--- src/rtl/pfde_pkg.sv ---
// Shared constants, types and helper functions of the Playfair digraph encryptor.
package pfde_pkg;

  localparam int MAX_KEY_LETTERS = 9;
  localparam int SIDE            = 5;
  localparam int CELLS           = SIDE * SIDE;
  localparam int LETTERS         = 26;
  localparam int CODE_I          = 8;
  localparam int CODE_J          = 9;
  localparam int CODE_X          = 23;

  localparam int CODE_W   = 5;
  localparam int RC_W     = 3;
  localparam int POS_W    = 2 * RC_W;
  localparam int CELL_W   = $clog2(CELLS);
  localparam int KLEN_W   = 4;
  localparam int KEY_BITS = CODE_W * MAX_KEY_LETTERS;
  localparam int CFG_DATA_W = (KEY_BITS > CODE_W) ? KEY_BITS : CODE_W;
  localparam int CFG_IDX_W  = 2;
  // candidate index of the square build sweep: key letters, then the alphabet
  localparam int IDX_W    = $clog2(MAX_KEY_LETTERS + LETTERS);

  localparam int QDEPTH   = 4;
  localparam int QAW      = $clog2(QDEPTH);

  localparam logic [CFG_IDX_W-1:0] CFG_KEY_LETTERS = 2'd0;
  localparam logic [CFG_IDX_W-1:0] CFG_KEY_LENGTH  = 2'd1;
  localparam logic [CFG_IDX_W-1:0] CFG_PAD_LETTER  = 2'd2;

  localparam logic OP_LETTER = 1'b0;
  localparam logic OP_FLUSH  = 1'b1;

  typedef struct packed {
    logic              operation;
    logic [CODE_W-1:0] letter;
  } in_item_t;

  typedef struct packed {
    logic [CODE_W-1:0] cipher_first;
    logic [CODE_W-1:0] cipher_second;
  } out_item_t;

  typedef struct packed {
    logic [CODE_W-1:0] first;
    logic [CODE_W-1:0] second;
  } pair_t;

  // one write of the square build into both lookup tables
  typedef struct packed {
    logic              valid;
    logic [CELL_W-1:0] slot;
    logic [CODE_W-1:0] letter;
    logic [RC_W-1:0]   row;
    logic [RC_W-1:0]   col;
  } sq_wr_t;

  typedef enum logic {
    KG_IDLE,
    KG_BUILD
  } kg_state_t;

  function automatic logic [CODE_W-1:0] fold(input logic [CODE_W-1:0] c);
    return (c == CODE_W'(CODE_J)) ? CODE_W'(CODE_I) : c;
  endfunction

  function automatic logic [RC_W-1:0] wrap_inc(input logic [RC_W-1:0] v);
    return (v == RC_W'(SIDE - 1)) ? '0 : v + RC_W'(1);
  endfunction

  // row * 5 + col
  function automatic logic [CELL_W-1:0] cell_addr(input logic [RC_W-1:0] row,
                                                  input logic [RC_W-1:0] col);
    logic [CELL_W-1:0] r;
    r = CELL_W'(row);
    return (r << 2) + r + CELL_W'(col);
  endfunction

endpackage

--- src/rtl/playfair_digraph_encryptor.sv ---
// Top level of the Playfair digraph encryptor.
//
//   port group   direction  handshake         payload
//   in_*         input      in_valid/ready    in_item_t: operation, letter
//   out_*        output     out_valid/ready   out_item_t: cipher_first, cipher_second
//   cfg_*        input      cfg_we            cfg_index, cfg_wdata
//
// One beat per cycle in while in_ready is high; a digraph completed by a beat passes
// through the queue slot and the two registered table reads before it leaves.
// After reset and after each register write the square is swept in, one candidate
// letter a cycle, over the key letters (capped at MAX_KEY_LETTERS) and then the
// alphabet, with in_ready low meanwhile.
// A stalled out_ready holds the lookup pipe; the 4-entry queue keeps in_ready up
// until it fills.
module playfair_digraph_encryptor (
  input  logic                            clk,
  input  logic                            rst_n,
  input  logic                            in_valid,
  output logic                            in_ready,
  input  pfde_pkg::in_item_t              in_data,
  output logic                            out_valid,
  input  logic                            out_ready,
  output pfde_pkg::out_item_t             out_data,
  input  logic                            cfg_we,
  input  logic [pfde_pkg::CFG_IDX_W-1:0]  cfg_index,
  input  logic [pfde_pkg::CFG_DATA_W-1:0] cfg_wdata
);

  logic                        busy;
  logic [pfde_pkg::CODE_W-1:0] pad_code;
  pfde_pkg::sq_wr_t            sq_wr;
  logic                        push_valid;
  logic                        push_ready;
  pfde_pkg::pair_t             push_data;
  logic                        q_valid;
  logic                        q_pop;
  pfde_pkg::pair_t             q_data;

  pfde_keygen u_keygen (
    .clk      (clk),
    .rst_n    (rst_n),
    .cfg_we   (cfg_we),
    .cfg_index(cfg_index),
    .cfg_wdata(cfg_wdata),
    .busy     (busy),
    .pad_code (pad_code),
    .sq_wr    (sq_wr)
  );

  pfde_front u_front (
    .clk       (clk),
    .rst_n     (rst_n),
    .in_valid  (in_valid),
    .in_ready  (in_ready),
    .in_data   (in_data),
    .busy      (busy),
    .pad_code  (pad_code),
    .push_ready(push_ready),
    .push_valid(push_valid),
    .push_data (push_data)
  );

  pfde_queue u_queue (
    .clk       (clk),
    .rst_n     (rst_n),
    .push_valid(push_valid),
    .push_ready(push_ready),
    .push_data (push_data),
    .pop_valid (q_valid),
    .pop_ready (q_pop),
    .pop_data  (q_data)
  );

  pfde_back u_back (
    .clk      (clk),
    .rst_n    (rst_n),
    .sq_wr    (sq_wr),
    .q_valid  (q_valid),
    .q_data   (q_data),
    .q_pop    (q_pop),
    .out_valid(out_valid),
    .out_ready(out_ready),
    .out_data (out_data)
  );

endmodule

--- src/rtl/pfde_ram.sv ---
// Generic RAM: one write port, two registered read ports with read enable.
module pfde_ram #(
  parameter int WIDTH = 8,
  parameter int DEPTH = 32
) (
  input  logic                     clk,
  input  logic                     wr_en,
  input  logic [$clog2(DEPTH)-1:0] wr_addr,
  input  logic [WIDTH-1:0]         wr_data,
  input  logic                     rd_en,
  input  logic [$clog2(DEPTH)-1:0] rd_addr_a,
  input  logic [$clog2(DEPTH)-1:0] rd_addr_b,
  output logic [WIDTH-1:0]         rd_data_a,
  output logic [WIDTH-1:0]         rd_data_b
);

  logic [WIDTH-1:0] mem [DEPTH];

  always_ff @(posedge clk) begin
    if (wr_en) begin
      mem[wr_addr] <= wr_data;
    end
    if (rd_en) begin
      rd_data_a <= mem[rd_addr_a];
      rd_data_b <= mem[rd_addr_b];
    end
  end

endmodule

--- src/rtl/pfde_keygen.sv ---
// Configuration registers and the sequencer that rebuilds the key square.
module pfde_keygen (
  input  logic                               clk,
  input  logic                               rst_n,
  input  logic                               cfg_we,
  input  logic [pfde_pkg::CFG_IDX_W-1:0]     cfg_index,
  input  logic [pfde_pkg::CFG_DATA_W-1:0]    cfg_wdata,
  output logic                               busy,
  output logic [pfde_pkg::CODE_W-1:0]        pad_code,
  output pfde_pkg::sq_wr_t                   sq_wr
);

  logic [pfde_pkg::KEY_BITS-1:0] key_r;
  logic [pfde_pkg::KLEN_W-1:0]   klen_r;
  logic [pfde_pkg::CODE_W-1:0]   pad_r;

  pfde_pkg::kg_state_t           state_r, state_nxt;
  logic [pfde_pkg::IDX_W-1:0]    idx_r, idx_nxt;
  logic [pfde_pkg::LETTERS-1:0]  used_r, used_nxt;
  logic [pfde_pkg::CELL_W-1:0]   fill_r, fill_nxt;
  logic [pfde_pkg::RC_W-1:0]     row_r, row_nxt;
  logic [pfde_pkg::RC_W-1:0]     col_r, col_nxt;

  logic                          cfg_hit;
  logic [pfde_pkg::IDX_W-1:0]    n_use;
  logic [pfde_pkg::IDX_W-1:0]    alpha;
  logic [pfde_pkg::CODE_W-1:0]   key_c;
  logic [pfde_pkg::CODE_W-1:0]   cand;
  logic                          in_range;
  logic                          seen;
  logic                          full;
  logic                          take;
  logic                          last;

  assign cfg_hit = cfg_we && (cfg_index == pfde_pkg::CFG_KEY_LETTERS ||
                              cfg_index == pfde_pkg::CFG_KEY_LENGTH ||
                              cfg_index == pfde_pkg::CFG_PAD_LETTER);

  always_ff @(posedge clk) begin
    if (!rst_n) begin
      key_r  <= '0;
      klen_r <= '0;
      pad_r  <= pfde_pkg::CODE_W'(pfde_pkg::CODE_X);
    end else if (cfg_we) begin
      case (cfg_index)
        pfde_pkg::CFG_KEY_LETTERS: key_r  <= cfg_wdata[pfde_pkg::KEY_BITS-1:0];
        pfde_pkg::CFG_KEY_LENGTH:  klen_r <= cfg_wdata[pfde_pkg::KLEN_W-1:0];
        pfde_pkg::CFG_PAD_LETTER:  pad_r  <= cfg_wdata[pfde_pkg::CODE_W-1:0];
        default: ;
      endcase
    end
  end

  assign pad_code = (pad_r >= pfde_pkg::CODE_W'(pfde_pkg::LETTERS)) ?
                    pfde_pkg::CODE_W'(pfde_pkg::CODE_X) : pfde_pkg::fold(pad_r);

  always_comb begin
    n_use = (klen_r > pfde_pkg::KLEN_W'(pfde_pkg::MAX_KEY_LETTERS)) ?
            pfde_pkg::IDX_W'(pfde_pkg::MAX_KEY_LETTERS) : pfde_pkg::IDX_W'(klen_r);
    key_c = '0;
    for (int k = 0; k < pfde_pkg::MAX_KEY_LETTERS; k++) begin
      if (idx_r == pfde_pkg::IDX_W'(k)) begin
        key_c = key_r[pfde_pkg::CODE_W*k +: pfde_pkg::CODE_W];
      end
    end
    alpha    = idx_r - n_use;
    cand     = pfde_pkg::fold((idx_r < n_use) ? key_c : alpha[pfde_pkg::CODE_W-1:0]);
    in_range = cand < pfde_pkg::CODE_W'(pfde_pkg::LETTERS);
    seen     = in_range ? used_r[cand] : 1'b1;
    full     = fill_r == pfde_pkg::CELL_W'(pfde_pkg::CELLS);
    take     = (state_r == pfde_pkg::KG_BUILD) && !seen && !full;
    last     = idx_r == n_use + pfde_pkg::IDX_W'(pfde_pkg::LETTERS - 1);
  end

  always_ff @(posedge clk) begin
    if (!rst_n) begin
      state_r <= pfde_pkg::KG_BUILD;
      idx_r   <= '0;
      used_r  <= '0;
      fill_r  <= '0;
      row_r   <= '0;
      col_r   <= '0;
    end else begin
      state_r <= state_nxt;
      idx_r   <= idx_nxt;
      used_r  <= used_nxt;
      fill_r  <= fill_nxt;
      row_r   <= row_nxt;
      col_r   <= col_nxt;
    end
  end

  always_comb begin
    state_nxt = state_r;
    idx_nxt   = idx_r;
    used_nxt  = used_r;
    fill_nxt  = fill_r;
    row_nxt   = row_r;
    col_nxt   = col_r;
    if (cfg_hit) begin
      // any register write restarts the sweep
      state_nxt = pfde_pkg::KG_BUILD;
      idx_nxt   = '0;
      used_nxt  = '0;
      fill_nxt  = '0;
      row_nxt   = '0;
      col_nxt   = '0;
    end else begin
      case (state_r)
        pfde_pkg::KG_IDLE: ;
        pfde_pkg::KG_BUILD: begin
          if (take) begin
            used_nxt[cand] = 1'b1;
            fill_nxt       = fill_r + pfde_pkg::CELL_W'(1);
            col_nxt        = pfde_pkg::wrap_inc(col_r);
            if (col_r == pfde_pkg::RC_W'(pfde_pkg::SIDE - 1)) begin
              row_nxt = row_r + pfde_pkg::RC_W'(1);
            end
          end
          idx_nxt = idx_r + pfde_pkg::IDX_W'(1);
          if (last) begin
            state_nxt = pfde_pkg::KG_IDLE;
          end
        end
        default: state_nxt = pfde_pkg::KG_IDLE;
      endcase
    end
  end

  assign busy         = state_r == pfde_pkg::KG_BUILD;
  assign sq_wr.valid  = take;
  assign sq_wr.slot   = fill_r;
  assign sq_wr.letter = cand;
  assign sq_wr.row    = row_r;
  assign sq_wr.col    = col_r;

endmodule

--- src/rtl/pfde_front.sv ---
// Front end: takes letter and flush beats, pairs letters and emits digraphs.
module pfde_front (
  input  logic                         clk,
  input  logic                         rst_n,
  input  logic                         in_valid,
  output logic                         in_ready,
  input  pfde_pkg::in_item_t           in_data,
  input  logic                         busy,
  input  logic [pfde_pkg::CODE_W-1:0]  pad_code,
  input  logic                         push_ready,
  output logic                         push_valid,
  output pfde_pkg::pair_t              push_data
);

  logic [pfde_pkg::CODE_W-1:0] held_r, held_nxt;
  logic                        held_valid_r, held_valid_nxt;
  logic                        accept;
  logic [pfde_pkg::CODE_W-1:0] c;

  assign in_ready = !busy && push_ready;
  assign accept   = in_valid && in_ready;
  assign c        = pfde_pkg::fold(in_data.letter);

  always_comb begin
    held_nxt         = held_r;
    held_valid_nxt   = held_valid_r;
    push_valid       = 1'b0;
    push_data.first  = held_r;
    push_data.second = pad_code;
    if (accept) begin
      if (in_data.operation == pfde_pkg::OP_FLUSH) begin
        if (held_valid_r) begin
          push_valid     = 1'b1;
          held_valid_nxt = 1'b0;
          held_nxt       = '0;
        end
      end else if (in_data.letter < pfde_pkg::CODE_W'(pfde_pkg::LETTERS)) begin
        if (!held_valid_r) begin
          held_nxt       = c;
          held_valid_nxt = 1'b1;
        end else if (c == held_r) begin
          // doubled letter: pad goes in, the new letter stays held
          push_valid = 1'b1;
        end else begin
          push_valid       = 1'b1;
          push_data.second = c;
          held_valid_nxt   = 1'b0;
          held_nxt         = '0;
        end
      end
    end
  end

  always_ff @(posedge clk) begin
    if (!rst_n) begin
      held_r       <= '0;
      held_valid_r <= 1'b0;
    end else begin
      held_r       <= held_nxt;
      held_valid_r <= held_valid_nxt;
    end
  end

endmodule

--- src/rtl/pfde_queue.sv ---
// Short digraph queue between the front end and the lookup pipeline.
module pfde_queue (
  input  logic            clk,
  input  logic            rst_n,
  input  logic            push_valid,
  output logic            push_ready,
  input  pfde_pkg::pair_t push_data,
  output logic            pop_valid,
  input  logic            pop_ready,
  output pfde_pkg::pair_t pop_data
);

  pfde_pkg::pair_t            mem_r [pfde_pkg::QDEPTH];
  logic [pfde_pkg::QAW-1:0]   wr_ptr_r, wr_ptr_nxt;
  logic [pfde_pkg::QAW-1:0]   rd_ptr_r, rd_ptr_nxt;
  logic [pfde_pkg::QAW:0]     count_r, count_nxt;
  logic                       do_push;
  logic                       do_pop;

  assign push_ready = count_r != (pfde_pkg::QAW+1)'(pfde_pkg::QDEPTH);
  assign pop_valid  = count_r != '0;
  assign pop_data   = mem_r[rd_ptr_r];
  assign do_push    = push_valid && push_ready;
  assign do_pop     = pop_valid && pop_ready;

  always_comb begin
    wr_ptr_nxt = do_push ? wr_ptr_r + pfde_pkg::QAW'(1) : wr_ptr_r;
    rd_ptr_nxt = do_pop ? rd_ptr_r + pfde_pkg::QAW'(1) : rd_ptr_r;
    count_nxt  = count_r;
    if (do_push && !do_pop) begin
      count_nxt = count_r + (pfde_pkg::QAW+1)'(1);
    end else if (do_pop && !do_push) begin
      count_nxt = count_r - (pfde_pkg::QAW+1)'(1);
    end
  end

  always_ff @(posedge clk) begin
    if (do_push) begin
      mem_r[wr_ptr_r] <= push_data;
    end
  end

  always_ff @(posedge clk) begin
    if (!rst_n) begin
      wr_ptr_r <= '0;
      rd_ptr_r <= '0;
      count_r  <= '0;
    end else begin
      wr_ptr_r <= wr_ptr_nxt;
      rd_ptr_r <= rd_ptr_nxt;
      count_r  <= count_nxt;
    end
  end

endmodule

--- src/rtl/pfde_back.sv ---
// Back end: position lookup, pair rule and square lookup, two RAM stages.
module pfde_back (
  input  logic               clk,
  input  logic               rst_n,
  input  pfde_pkg::sq_wr_t   sq_wr,
  input  logic               q_valid,
  input  pfde_pkg::pair_t    q_data,
  output logic               q_pop,
  output logic               out_valid,
  input  logic               out_ready,
  output pfde_pkg::out_item_t out_data
);

  logic                         v1_r, v1_nxt;
  logic                         v2_r, v2_nxt;
  logic                         adv;
  logic [pfde_pkg::POS_W-1:0]   pos_a, pos_b;
  logic [pfde_pkg::RC_W-1:0]    r1, c1, r2, c2;
  logic [pfde_pkg::CELL_W-1:0]  addr_a, addr_b;
  logic [pfde_pkg::CODE_W-1:0]  sq_a, sq_b;

  // whole pipe holds while the result beat waits
  assign adv   = !v2_r || out_ready;
  assign q_pop = adv && q_valid;

  pfde_ram #(
    .WIDTH(pfde_pkg::POS_W),
    .DEPTH(pfde_pkg::LETTERS)
  ) u_pos_ram (
    .clk      (clk),
    .wr_en    (sq_wr.valid),
    .wr_addr  (sq_wr.letter),
    .wr_data  ({sq_wr.row, sq_wr.col}),
    .rd_en    (adv),
    .rd_addr_a(q_data.first),
    .rd_addr_b(q_data.second),
    .rd_data_a(pos_a),
    .rd_data_b(pos_b)
  );

  always_comb begin
    r1 = pos_a[pfde_pkg::POS_W-1:pfde_pkg::RC_W];
    c1 = pos_a[pfde_pkg::RC_W-1:0];
    r2 = pos_b[pfde_pkg::POS_W-1:pfde_pkg::RC_W];
    c2 = pos_b[pfde_pkg::RC_W-1:0];
    if (r1 == r2) begin
      addr_a = pfde_pkg::cell_addr(r1, pfde_pkg::wrap_inc(c1));
      addr_b = pfde_pkg::cell_addr(r2, pfde_pkg::wrap_inc(c2));
    end else if (c1 == c2) begin
      addr_a = pfde_pkg::cell_addr(pfde_pkg::wrap_inc(r1), c1);
      addr_b = pfde_pkg::cell_addr(pfde_pkg::wrap_inc(r2), c2);
    end else begin
      addr_a = pfde_pkg::cell_addr(r1, c2);
      addr_b = pfde_pkg::cell_addr(r2, c1);
    end
  end

  pfde_ram #(
    .WIDTH(pfde_pkg::CODE_W),
    .DEPTH(pfde_pkg::CELLS)
  ) u_sq_ram (
    .clk      (clk),
    .wr_en    (sq_wr.valid),
    .wr_addr  (sq_wr.slot),
    .wr_data  (sq_wr.letter),
    .rd_en    (adv),
    .rd_addr_a(addr_a),
    .rd_addr_b(addr_b),
    .rd_data_a(sq_a),
    .rd_data_b(sq_b)
  );

  always_comb begin
    v1_nxt = adv ? q_valid : v1_r;
    v2_nxt = adv ? v1_r : v2_r;
  end

  always_ff @(posedge clk) begin
    if (!rst_n) begin
      v1_r <= 1'b0;
      v2_r <= 1'b0;
    end else begin
      v1_r <= v1_nxt;
      v2_r <= v2_nxt;
    end
  end

  assign out_valid              = v2_r;
  assign out_data.cipher_first  = sq_a;
  assign out_data.cipher_second = sq_b;

endmodule

--- config.mk ---
export PLATFORM = sky130hd
export DESIGN_NAME = playfair_digraph_encryptor
export DESIGN_NICKNAME = d
export VERILOG_FILES = /design/src/rtl/pfde_pkg.sv /design/src/rtl/playfair_digraph_encryptor.sv /design/src/rtl/pfde_ram.sv /design/src/rtl/pfde_keygen.sv /design/src/rtl/pfde_front.sv /design/src/rtl/pfde_queue.sv /design/src/rtl/pfde_back.sv
export SDC_FILE = /design/constraint.sdc
export NUM_CORES = 1
export LEC_CHECK = 0
export BUFFER_PORTS_ARGS = -buffer_cell sky130_fd_sc_hd__buf_4
export CAP_MARGIN = 20
export CORE_MARGIN = 4
export CORE_UTILIZATION = 25
export CTS_BUF_LIST = sky130_fd_sc_hd__clkbuf_16
export CTS_CLUSTER_SIZE = 12
export DETAILED_ROUTE_END_ITERATION = 8
export GPL_TIMING_DRIVEN = 0
export PLACE_DENSITY = 0.41
export SETUP_SLACK_MARGIN = 0.2
export SLEW_MARGIN = 20
export SYNTH_ARGS = -nofsm -noshare
export SYNTH_HDL_FRONTEND = slang
export SYNTH_SLANG_ARGS = --single-unit
--- constraint.sdc ---
create_clock -name clk -period 9.97 [get_ports clk]
set_input_delay 2.4925 -clock clk [delete_from_list [all_inputs] [get_ports clk]]
set_output_delay 2.4925 -clock clk [all_outputs]
set_load 0.005 [all_outputs]
==> key figures <==
Outcome
  • Status: finished, final reports clean

Global route
  • Overflow after GRT: 0
  • GRT Util Overall: 13.2%
  • Largest net degree at the start of global routing: 35
  • Antenna violations before repair: 1
  • First-pass GRT wire length: 97500 um
  • Number of global-route vias before repair: about 15000

Cells and area
  • Layout fillers: between 9000 and 10000
  • Fin util: about 30%
  • Final Instance Area: 26900 um2
  • Most common cell after layout, fill and taps aside: edfxtp_1
  • Non-Filler Instances: ~3000
  • Proportion of layout cells with a drive suffix above 1: 22.9%
  • Layout area overhead: 17.0%
  • Most frequent cells in the layout: edfxtp_1 (343), mux4_2 (154), nand2_1 (151)
  • Fin nets: 1860
  • # diodes: 0

STA
  • Slew HR: roughly 30%
  • Minimum clock period: ~6.2 ns
  • Final WS setup: approximately 3.8 ns
  • Setup TNS: 0 ns
  • Fmax: around 160 MHz
  • Final setup skew: 0.0336 ns
  • Final hold slack: 0.462 ns
  • Final count of hold timing violations: 0
  • Least-Margin Pin Slew: ~1.0 ns
  • Final setup fails: 0
  • Final worst path period share: between 60% and 70%
  • RSZ-0062 raised after global routing: no
  • Max-slew violation count: 0

Die
  • Chip height: about 310 um
  • Die width: a little over 300 um
  • Full die area: ~97000 um2
  • CORE AREA: just over 90000 um2
  • FP Rows: 110
  • IO Pins: 70
  • Initial core utilization: between 20 and 30%

Critical path
  • Worst stage delay on the critical path: 0.78 ns
  • Largest fanout on the critical path: 27
  • CP Cell Sequence: ha_1, clkbuf_1, clkbuf_1, o21ai_0, a32oi_1, nand3_1, nand2_1, inv_1, nand3_1, o22a_1, nand3_2, buf_2, nor3_1
  • CP endpoint kind: register
  • Reg2Reg Launch Point: u_keygen.idx_r[1]
  • CP arrival: approximately 6.4 ns
  • Crit path max-delay cell type: nor3_1
  • Worst setup SP type: register
  • Crit path required time: 10.19 ns
  • Reg2Reg Depth: 13
  • Crit Path Category: reg2reg
  • Reg2Reg Capture Point: u_back.u_pos_ram.mem[16][0]
  • Register-to-Register Setup Slack: between 3 and 4 ns

Power and ir drop
  • Power per cell area: 298 nW/um2
  • Final Power: approximately 8.0 mW
  • Leakage: around 9.2 nW
  • Peak supply drop: between 200 and 250 uV

Hold path
  • Hold crit path type: reg2reg
  • Hold path cells: 2
  • Worst hold endpoint: u_keygen.used_r[16]
  • Min-Delay Startpoint: u_keygen.used_r[16]

Routing
  • Drt initial violations: a little over 800
  • Vias post-DR: ~14000
  • Routed Antenna Nets: 0
  • First drt pass iteration count: 6
  • Vias per inst: ~4.8
  • Post-route DRC: 0
  • Wire per inst: approximately 22 um
  • DRT Wirelength: approximately 65000 um

Logic synthesis
  • Synthesized-area fraction occupied by xor and xnor cells: between 1 and 1.5%
  • Main flop type after synthesis: edfxtp_1
  • Largest family of logic cells by synthesized area: multiplexers
  • Mean post-synth cell area: roughly 14 um2
  • Mux cell area share after synthesis: between 20% and 30%
  • Post-synthesis adder-cell area fraction: under 10%
  • Synth unique cells: between 80 and 90
  • Post-Syn Area: about 23000 um2
  • Number of synthesized flops with an enable pin: approximately 340
  • Post-synth top area cell: edfxtp_1
  • Sequential cell area fraction in the yosys report: 54.8%
  • Synth top area cells: edfxtp_1 (45%), mux4_2 (15%), dfxtp_1 (9.9%)
  • Post-Synth Simple-Gate Area: approximately 8.3%
  • Synth Area in Compound Gates: between 8 and 9%
  • Post-synthesis register bit count: roughly 460
  • Ys Warns: 0
  • Share of the synthesized area in the top cell type: between 40 and 50%
  • Cells after synthesis: about 1600
  • Async S/R FF share, synth: 0%

Clock network
  • TritonCTS buffer count: 53
  • Setup bufs post-CTS: 0
  • CTS sink cnt: 457
  • Hold buffers post-CTS: 0
  • CTS tree: built
  • Resize count post-CTS: 0
  • Maximum level of the CTS H-tree: 2
  • Clk Latency, worst-skew pair: a little over 0.6 ns
  • CTS Buffer Depth: 3
  • Reg clk slew, reported paths: around 0.06 ns
  • Root buf cell: clkbuf_16

Place
  • Placed Cells incl. Taps: 2858
  • Placed Area: 25100 um2
  • Placer Congestion: just under 0.8
  • Worst slack, placed: ~3.6 ns
  • Dpl hpwl: 46700 um
  • Port bufs: 68

Flow run
  • Max-cap viol count: 0
[cell families (layout without fill, tap and decap cells)]
group,count (synthesis),in the layout
xor gates and xnor gates,38,38
buffers and inverters,134,305
muxes,279,279
other,1,6
DFF,457,457
adders and majority gates,65,65
AOI/OAI and AO/OA,251,251
and+or+nand+nor,380,380
[worst max-delay path: cells and delay by family, from the launching register on]
family | cells | cell delay [ns]
AO/OA/AOI/OAI | 3 | 0.98
adder cells (fa/ha/maj) | 1 | 0.35
buffers and inverters | 4 | 1.62
flip-flops | 1 | 0.54
AND/OR/NAND/NOR | 5 | 2.29
[layout make-up]
class	count	area, um2	share of cell area, %
Inverter	36	143	0.531
Clock inverter	45	408	1.52
Multi-Input combinational cell	1019	9910	36.9
Sequential cell	457	12600	46.8
Tap cell	1176	1470	5.48
Timing Repair Buffer	72	566	2.10
Buffer	98	442	1.64
Clock buffer	54	1350	5.03
[how the worst max path moves through the flow]
stage	start	end	slack, ns	cells past startpoint
floorplan	u_keygen.klen_r[2]	u_back.u_pos_ram.mem[16][0]	5.17	17
global placement	u_keygen.klen_r[2]	u_back.u_pos_ram.mem[21][4]	3.23	17
detailed placement	u_keygen.idx_r[1]	u_back.u_pos_ram.mem[25][4]	3.61	13
CTS	u_keygen.idx_r[1]	u_back.u_pos_ram.mem[25][4]	3.54	13
global route	u_keygen.idx_r[1]	u_back.u_pos_ram.mem[16][0]	3.29	13
finish	u_keygen.idx_r[1]	u_back.u_pos_ram.mem[16][0]	3.77	13
[synthesized netlist by cell type, types with 26 or more instances]
cell type / n
nor2_1: 43
inv_1: 33
a21oi_1: 59
nor2b_1: 43
a21boi_0: 58
ha_1: 55
mux2_2: 42
xnor2_1: 26
nand2_1: 151
nor3_1: 27
clkbuf_1: 59
and3_1: 35
mux2i_1: 82
dfxtp_1: 114
edfxtp_1: 343
mux4_2: 154
[per-layer routing]
metal,up-vias,track usage (%),share of wire [%]
met5,-,0,0
met2,297,23.0,50
met1,7127,16.9,43
met3,94,2.61,4.8
li1,6564,-,-
met4,0,3.16,1.9
[flip-flops by register name, indices dropped and copies added, names as in the netlist, 4 cells and up, named ones only]
signal,flops
u_back.u_sq_ram.mem,125
u_keygen.key_r,45
u_back.u_sq_ram.rd_data_a,5
u_back.u_pos_ram.rd_data_b,6
u_keygen.used_r,25
u_front.held_r,5
u_back.u_sq_ram.rd_data_b,5
u_back.u_pos_ram.mem,156
u_back.u_pos_ram.rd_data_a,6
u_queue.mem_r,40
u_keygen.klen_r,4
u_keygen.fill_r,5
u_keygen.pad_r,5
u_keygen.idx_r,6
[power breakdown]
| part | switching [mW] | internal [mW] |
|---|---|---|
| clock network | 0.797 | 1.16 |
| logic | 1.97 | 1.74 |
| registers | 0.0950 | 2.24 |
| total | 2.86 | 5.14 |
Note: power is estimated with default switching activity, not from simulation.
